==> config.mk <==
export PLATFORM = sky130hd
export DESIGN_NAME = sgvg_scale
export DESIGN_NICKNAME = d
export VERILOG_FILES = /design/src/rtl/core/sgvg_pkg.sv /design/src/rtl/core/sgvg_scale.sv
export SDC_FILE = /design/constraint.sdc
export NUM_CORES = 2
export LEC_CHECK = 0
export ABC_AREA = 1
export BUFFER_PORTS_ARGS = -buffer_cell sky130_fd_sc_hd__buf_2
export CAP_MARGIN = 10
export CORE_ASPECT_RATIO = 1.4
export CORE_UTILIZATION = 35
export CTS_CLUSTER_DIAMETER = 80
export DETAILED_ROUTE_END_ITERATION = 10
export PLACE_DENSITY = 0.54
export SYNTH_ARGS = -nofsm -noshare
export SYNTH_HDL_FRONTEND = slang
export SYNTH_SLANG_ARGS = --single-unit
export TNS_END_PERCENT = 50
==> constraint.sdc <==
create_clock -name clk -period 7.5 [get_ports clk]
set_clock_uncertainty 0.1 [all_clocks]
set_input_delay 1.125 -clock clk [delete_from_list [all_inputs] [get_ports clk]]
set_output_delay 1.125 -clock clk [all_outputs]
set_load 0.02 [all_outputs]
==> src/rtl/core/sgvg_pkg.sv <==
`default_nettype none
// ----------------------------------------------------------------------------
// sgvg_pkg
// shared constants, types and the stencil schedule of the gradient block
// ----------------------------------------------------------------------------
package sgvg_pkg;

  localparam int MAX_CELLS_X = 16;
  localparam int MAX_CELLS_Y = 16;
  localparam int MAX_CELLS_Z = 16;
  localparam int GHOST       = 1;

  localparam int SX    = MAX_CELLS_X + 2 * GHOST + 1;
  localparam int SY    = MAX_CELLS_Y + 2 * GHOST + 1;
  localparam int SZ    = MAX_CELLS_Z + 2 * GHOST + 1;
  localparam int DEPTH = SX * SY * SZ;
  localparam int AW    = $clog2(DEPTH);

  localparam int NREAD = 30;
  localparam int SW    = $clog2(NREAD + 1);

  localparam logic [1:0] KIND_U = 2'd0;
  localparam logic [1:0] KIND_V = 2'd1;
  localparam logic [1:0] KIND_W = 2'd2;
  localparam logic [1:0] KIND_C = 2'd3;

  localparam logic [2:0] REG_CX = 3'd0;
  localparam logic [2:0] REG_CY = 3'd1;
  localparam logic [2:0] REG_CZ = 3'd2;
  localparam logic [2:0] REG_FL = 3'd3;
  localparam logic [2:0] REG_IX = 3'd4;
  localparam logic [2:0] REG_IY = 3'd5;
  localparam logic [2:0] REG_IZ = 3'd6;

  typedef enum logic [1:0] {
    ST_IDLE,
    ST_READ,
    ST_SCALE,
    ST_DONE
  } state_t;

  // one stencil read: store, offsets, target entry and sign
  typedef struct packed {
    logic [1:0] st;
    logic [1:0] dx;   // 0:-1 1:0 2:+1
    logic [1:0] dy;
    logic [1:0] dz;
    logic [3:0] ent;
    logic       neg;
  } tap_t;

  // scale parameters per tensor entry
  typedef struct packed {
    logic [1:0] axis;  // 0 x 1 y 2 z
    logic       quarter;
    logic       three_d;
  } ent_t;

  function automatic tap_t mk(input logic [1:0] st, input int dx, input int dy,
                              input int dz, input int ent, input logic neg);
    tap_t t;
    t.st  = st;
    t.dx  = 2'(dx + 1);
    t.dy  = 2'(dy + 1);
    t.dz  = 2'(dz + 1);
    t.ent = 4'(ent);
    t.neg = neg;
    return t;
  endfunction

  function automatic tap_t tap_of(input logic [SW-1:0] i);
    tap_t t;
    t = mk(KIND_U, 0, 0, 0, 0, 1'b0);
    unique case (i)
      SW'(0):  t = mk(KIND_U,  1,  0,  0, 0, 1'b0);
      SW'(1):  t = mk(KIND_U,  0,  0,  0, 0, 1'b1);
      SW'(2):  t = mk(KIND_U,  0,  1,  0, 1, 1'b0);
      SW'(3):  t = mk(KIND_U,  1,  1,  0, 1, 1'b0);
      SW'(4):  t = mk(KIND_U,  0, -1,  0, 1, 1'b1);
      SW'(5):  t = mk(KIND_U,  1, -1,  0, 1, 1'b1);
      SW'(6):  t = mk(KIND_V,  1,  0,  0, 3, 1'b0);
      SW'(7):  t = mk(KIND_V,  1,  1,  0, 3, 1'b0);
      SW'(8):  t = mk(KIND_V, -1,  0,  0, 3, 1'b1);
      SW'(9):  t = mk(KIND_V, -1,  1,  0, 3, 1'b1);
      SW'(10): t = mk(KIND_V,  0,  1,  0, 4, 1'b0);
      SW'(11): t = mk(KIND_V,  0,  0,  0, 4, 1'b1);
      SW'(12): t = mk(KIND_U,  0,  0,  1, 2, 1'b0);
      SW'(13): t = mk(KIND_U,  1,  0,  1, 2, 1'b0);
      SW'(14): t = mk(KIND_U,  0,  0, -1, 2, 1'b1);
      SW'(15): t = mk(KIND_U,  1,  0, -1, 2, 1'b1);
      SW'(16): t = mk(KIND_V,  0,  0,  1, 5, 1'b0);
      SW'(17): t = mk(KIND_V,  0,  1,  1, 5, 1'b0);
      SW'(18): t = mk(KIND_V,  0,  0, -1, 5, 1'b1);
      SW'(19): t = mk(KIND_V,  0,  1, -1, 5, 1'b1);
      SW'(20): t = mk(KIND_W,  1,  0,  0, 6, 1'b0);
      SW'(21): t = mk(KIND_W,  1,  0,  1, 6, 1'b0);
      SW'(22): t = mk(KIND_W, -1,  0,  0, 6, 1'b1);
      SW'(23): t = mk(KIND_W, -1,  0,  1, 6, 1'b1);
      SW'(24): t = mk(KIND_W,  0,  1,  0, 7, 1'b0);
      SW'(25): t = mk(KIND_W,  0,  1,  1, 7, 1'b0);
      SW'(26): t = mk(KIND_W,  0, -1,  0, 7, 1'b1);
      SW'(27): t = mk(KIND_W,  0, -1,  1, 7, 1'b1);
      SW'(28): t = mk(KIND_W,  0,  0,  1, 8, 1'b0);
      SW'(29): t = mk(KIND_W,  0,  0,  0, 8, 1'b1);
      default: t = mk(KIND_U,  0,  0,  0, 0, 1'b0);
    endcase
    return t;
  endfunction

  function automatic ent_t ent_of(input logic [3:0] e);
    ent_t r;
    r = '{axis: 2'd0, quarter: 1'b0, three_d: 1'b0};
    unique case (e)
      4'd0:    r = '{axis: 2'd0, quarter: 1'b0, three_d: 1'b0};
      4'd1:    r = '{axis: 2'd1, quarter: 1'b1, three_d: 1'b0};
      4'd2:    r = '{axis: 2'd2, quarter: 1'b1, three_d: 1'b1};
      4'd3:    r = '{axis: 2'd0, quarter: 1'b1, three_d: 1'b0};
      4'd4:    r = '{axis: 2'd1, quarter: 1'b0, three_d: 1'b0};
      4'd5:    r = '{axis: 2'd2, quarter: 1'b1, three_d: 1'b1};
      4'd6:    r = '{axis: 2'd0, quarter: 1'b1, three_d: 1'b1};
      4'd7:    r = '{axis: 2'd1, quarter: 1'b1, three_d: 1'b1};
      4'd8:    r = '{axis: 2'd2, quarter: 1'b0, three_d: 1'b1};
      default: r = '{axis: 2'd0, quarter: 1'b0, three_d: 1'b0};
    endcase
    return r;
  endfunction

endpackage
`default_nettype wire

==> src/rtl/core/sgvg_scale.sv <==
`default_nettype none
// ----------------------------------------------------------------------------
// sgvg_scale
// multiplies a face difference by a reciprocal spacing, floors and saturates
// ----------------------------------------------------------------------------
module sgvg_scale (
  input  wire logic        clk,
  input  wire logic        go,
  input  wire logic [34:0] diff,
  input  wire logic [31:0] inv,
  input  wire logic        quarter,
  output logic             done,
  output logic [31:0]      res
);
  import sgvg_pkg::*;

  logic        neg_r, quarter_r, v1_r, v2_r;
  logic        neg2_r, quarter2_r;
  logic [33:0] mag_r;
  logic [15:0] ihi_r, ilo_r;
  logic [49:0] a_r, b_r;
  logic [31:0] res_r;

  logic [33:0] mag_c;
  logic [50:0] q_c;
  logic [50:0] quot_c;
  logic        rem_c;
  logic [50:0] fin_c;

  assign mag_c = diff[34] ? 34'(-diff) : diff[33:0];

  // stage 1: magnitude; stage 2: partial products with sign and shift;
  // stage 3: combine
  always_ff @(posedge clk) begin
    v1_r      <= go;
    v2_r      <= v1_r;
    done      <= v2_r;
    if (go) begin
      neg_r     <= diff[34];
      mag_r     <= mag_c;
      ihi_r     <= inv[31:16];
      ilo_r     <= inv[15:0];
      quarter_r <= quarter;
    end
    a_r        <= mag_r * ihi_r;
    b_r        <= mag_r * ilo_r;
    neg2_r     <= neg_r;
    quarter2_r <= quarter_r;
    res_r      <= fin_c[31:0];
  end

  always_comb begin
    q_c    = {1'b0, a_r} + 51'(b_r[49:16]);
    quot_c = quarter2_r ? (q_c >> 2) : q_c;
    rem_c  = (b_r[15:0] != 16'd0) || (quarter2_r && (q_c[1:0] != 2'd0));
    if (neg2_r && rem_c) quot_c = quot_c + 51'd1;
    if (neg2_r) begin
      if (quot_c >= 51'h80000000) fin_c = 51'h80000000;
      else                        fin_c = 51'(-quot_c);
    end else begin
      if (quot_c > 51'h7FFFFFFF)  fin_c = 51'h7FFFFFFF;
      else                        fin_c = quot_c;
    end
  end

  assign res = res_r;

endmodule
`default_nettype wire

# After elaboration in Yosys (flattened, before gate mapping)
# Index checks and enable logic that the tools add are counted.
[totals]
output_inout_bits = 33
n_memories = 0
in_bits = 70
elab_cells = 32
latchBits = 0
ram_bits = 0
mem_bits_ro = 0
ff_bits = 205
[classes]
mul = 2
bitwise_logic = 0
shifts = 0
magnitude_cmp = 2
div_mod_pow = 0
addsub = 4
eq_ne = 0
n_reduce_logical = 5
mux = 6
[op_table]
columns = ["operator", "count"]
rows = [
  ["$mux 51", 2],
  ["$mul 34x16->50", 2],
  ["$mux 32", 3],
  ["$add 50x34->51", 1],
  ["$add 51x1->51 const B", 1],
  ["$ge 51x32->1 const B", 1],
  ["$gt 51x31->1 const B", 1],
  ["$mux 34", 1],
  ["$neg 34->34", 1],
  ["$neg 32->32", 1],
  ["$reduce_bool 16->1", 1],
  ["$logic_and 1x1->1", 2],
  ["$reduce_bool 2->1", 1],
  ["$logic_or 1x1->1", 1],
]

# Logic depth before layout (Yosys ltp)
[depth]
depth_word = 9
ltp_mapped = 37
mapped_depth_nobuf = 35

# Least setup slack after synthesis
# OpenSTA, ideal clock, no wires.
[synth_timing]
path_type = "reg2reg"
startpoint = "register ihi_r[1]"
endpoint = "register a_r[44]"
setup_slack_ns = 0.861
synth_period_minus_slack_ns = 6.639
arrival_ns = 6.427
stages_incl_launch_ff = 29
path_cell_list = "edfxtp_1 clkbuf_1 clkbuf_1 nand2_1 fa_1 inv_1 fa_1 inv_1 fa_1 fa_1 inv_1 fa_1 inv_1 fa_1 inv_1 ha_1 a21oi_1 a21boi_0 o21bai_1 a21oi_1 o21ai_0 a21oi_1 o21ai_0 a21boi_0 o21bai_1 a21oi_1 inv_1 nand2_1 nand2_1"
[synth_via]
elab_chain_cells = 1
[synth_lines]
columns = ["item", "line", "rtl"]
rows = [
  ["start: declaration", "sgvg_scale.sv:20", "logic [15:0] ihi_r, ilo_r;"],
  ["start signal: assignment", "sgvg_scale.sv:41", "ihi_r <= inv[31:16];"],
  ["$mul 34x16->50", "sgvg_scale.sv:45", "a_r <= mag_r * ihi_r;"],
  ["end signal: assignment", "sgvg_scale.sv:45", ""],
  ["end: declaration", "sgvg_scale.sv:21", "logic [49:0] a_r, b_r;"],
]
# No other way between the ends.
# A chain may end at the register's enable or synchronous reset.

# Final worst setup path
[layout_timing]
startpoint = "register mag_r[4]"
endpoint = "register b_r[48]"
[layout_via]
elab_chain_cells = 1
[layout_lines]
columns = ["item", "line", "rtl"]
rows = [
  ["start: declaration", "sgvg_scale.sv:19", "logic [33:0] mag_r;"],
  ["start signal: assignment", "sgvg_scale.sv:40", "mag_r <= mag_c;"],
  ["$mul 34x16->50", "sgvg_scale.sv:46", "b_r <= mag_r * ilo_r;"],
  ["end signal: assignment", "sgvg_scale.sv:46", ""],
  ["end: declaration", "sgvg_scale.sv:21", ""],
]
# No other way between the ends.

==> flow_metrics.py <==
metrics = {
    "run_status": {
        "status": "finished, final reports clean",
    },
    "global_routing": {
        "antenna_found_initial": 2,
        "grt_start_max_net_pins": 78,
        "grt_pass1_wl_um": 235000,
        "grt_util_all_layers_pct": 21.6,
        "grt_pass1_vias": 43100,
        "grt_overflow": 0,
    },
    "floorplanning": {
        "start_util_pct": 35.4,
        "rows": 160,
        "die_y_um": 442,
        "core-area_mm2": 0.136,
        "die_x_um": 316,
        "ios": 103,
        "die-area_mm2": 0.140,
    },
    "clocking": {
        "cts_root_buffer": "clkbuf_16",
        "cts_made_buffers": 30,
        "cts_sinks": 205,
        "insertion_delay_ps": 690,
        "clk_pin_slew_ps": 70,
        "clock_path_buffers": 3,
        "h-tree-depth": 1,
        "cts_tree": "built",
    },
    "routing": {
        "firstDrtPassIters": 6,
        "wire_per_inst_um": 17.4,
        "vias_per_cell": 4.79,
        "routed-via-count": 40200,
        "totalWireLength_um": 146000,
        "ant_nets": 0,
        "drcViolationCount": 0,
        "drt_iter0_markers": 2179,
    },
    "timing": {
        "drv_slew": 0,
        "fin_crit_sh_pct": 94.4,
        "rsz0062_at_grt": "no",
        "slew_headroom_pct": 45.8,
        "tns_ps": 0,
        "setup_viol": 0,
        "worst_slew_pin_slew_ps": 813,
        "hold_violations": 0,
        "fin_crit_ps": 7080,
        "layout_setup_ws_ps": 419,
        "fmax_mhz": 141,
    },
    "placed_design": {
        "pre_cts_slack_ps": 192,
        "dp.cells": 8342,
        "port_buffers": 102,
        "place_hpwl_um": 125000,
        "gp_congestion": 0.906,
    },
    "finish": {
        "drive_gt1_share_pct": 6.93,
        "layout_common_cells": "nand2_1 (1,977), inv_1 (1,663), fa_1 (893)",
        "layout_commonest_cell": "nand2_1",
        "post-route-util_pct": 38.4,
        "areaGrowthSynthToFinish_pct": 8.44,
        "fin_cells": 8403,
        "nNetsFinal": 7841,
    },
    "synth": {
        "async_reset_ff_share_pct": 0,
        "yosysTopAreaCell": "fa_1",
        "synth-seq-cells": 205,
        "synth_flop_cell": "dfxtp_1",
        "synth_cell_types": 60,
        "synth_edf_count": 68,
        "netlist_area_mm2": 0.0483,
        "syn_area_per_cell_um2": 7.35,
        "yosysWarnings": 0,
        "ys_seq_area_share_pct": 9.91,
        "yosysTopAreaCellShare_pct": 37.0,
        "synth_nets": 7818,
        "synth_cells": 6573,
        "post_synth_main_area_contributors": "fa_1 (37%), nand2_1 (15%), inv_1 (13%)",
    },
    "critical_path": {
        "required_ps": 7920,
        "cp.arrival_ps": 7500,
        "startpoint_type": "flop",
        "cp-end-kind": "flop",
        "rrSetupSlack_ps": 420,
        "critPathKind": "reg -> reg",
        "cp_max_fo": 10,
    },
    "job": {
        "maxCapViolations": 0,
    },
    "min_path": {
        "hold_class": "reg -> reg",
    },
}
## through the flow
| step | hold slack [ps] | instance area (um^2) |
|---|---|---|
| 6_report | 226 | 52400 |
| 5_1_grt | 236 | 52400 |
| 4_1_cts | 228 | 52300 |
| 3_5_place_dp | 215 | 51300 |
| 3_3_place_gp | 210 | 51300 |
| 2_1_floorplan | 210 | 48300 |
## synthesized netlist by cell type, drive strengths merged, types with 10 or more instances
cell       n
o21a      10
o21ai     74
nand3    327
xnor2     42
dfxtp    137
nor3      37
nor2     325
inv     1692
nand4     58
a21boi    10
nand2   2023
ha       282
edfxtp    68
buf       21
a31oi     23
clkbuf   238
a21oi    141
xor2     118
fa       893
## sequential cells by signal, indices dropped and copies added, names as in the netlist
| register | flops |
|---|---|
| res | 32 |
| neg2_r | 1 |
| mag_r | 34 |
| ilo_r | 16 |
| b_r | 50 |
| ihi_r | 16 |
| a_r | 50 |
| v1_r | 1 |
| done | 1 |
| v2_r | 1 |
| neg_r | 1 |
| quarter_r | 1 |
| quarter2_r | 1 |
## critical path: stages, from the launching register on
cell and delay (ps):
edfxtp_1 600, buf_4 250, nand2_1 60, inv_1 40
fa_1 470, inv_1 50, fa_1 530, inv_1 40
ha_1 180, fa_1 470, inv_1 50, fa_1 430
fa_1 510, inv_1 40, ha_1 340, nand2_1 70
o21ai_0 330, a21boi_1 180, o21ai_1 280, a21boi_0 190
o21bai_1 240, a21oi_1 200, o21ai_0 370, a21boi_1 210
o21ai_0 350, nand3_1 150, nand3_1 100, nand2_1 60
## final cells by class
type                       instances  area [um^2]
clock buffer                      43          875
multi-input combinational       4414        36100
clock inverter                    13          171
inverter                        1695         6360
timing repair buffer             250         1830
antenna                            1         2.50
sequential                       205         4790
fill                           14300        83900
tap                             1782         2230
## worst paths after layout
check | from | cells past startpoint | to
setup / recovery | mag_r[4] | 27 | b_r[48]
hold / removal | v2_r | 0 | done
setup reg to reg | mag_r[4] | 27 | b_r[48]
hold reg to reg | v2_r | 0 | done
## kinds of logic (layout without fill, tap and decap cells)
family	after synthesis	in the layout	synth area share, %
AND/OR/NAND/NOR	2788	2788	24.0
XOR/XNOR	160	160	2.99
flip-flops	205	205	9.91
buffers and inverters	1954	2001	15.3
adder cells (fa/ha/maj)	1175	1175	44.3
AO/OA/AOI/OAI	291	291	3.46
other	0	1	0
## what timing repair did
item / 4_1_cts / 5_1_grt
hold endpoints to repair: 0 / 0
resized for setup: 0 / 10
hold buffers: 0 / 0
setup endpoints to repair: 0 / 12
setup buffers: 0 / 4
## routing by layer
layer	wire length, um	global-route usage (%)	vias up
met5	0	0	-
met4	5180	7.33	0
met3	6360	1.88	251
met2	76800	40.8	978
met1	58000	25.2	19900
li1	-	-	19100
Power is left out: the tool's default activity adds up to more than one toggle a clock period on the data nets, which glitch-free logic cannot reach.
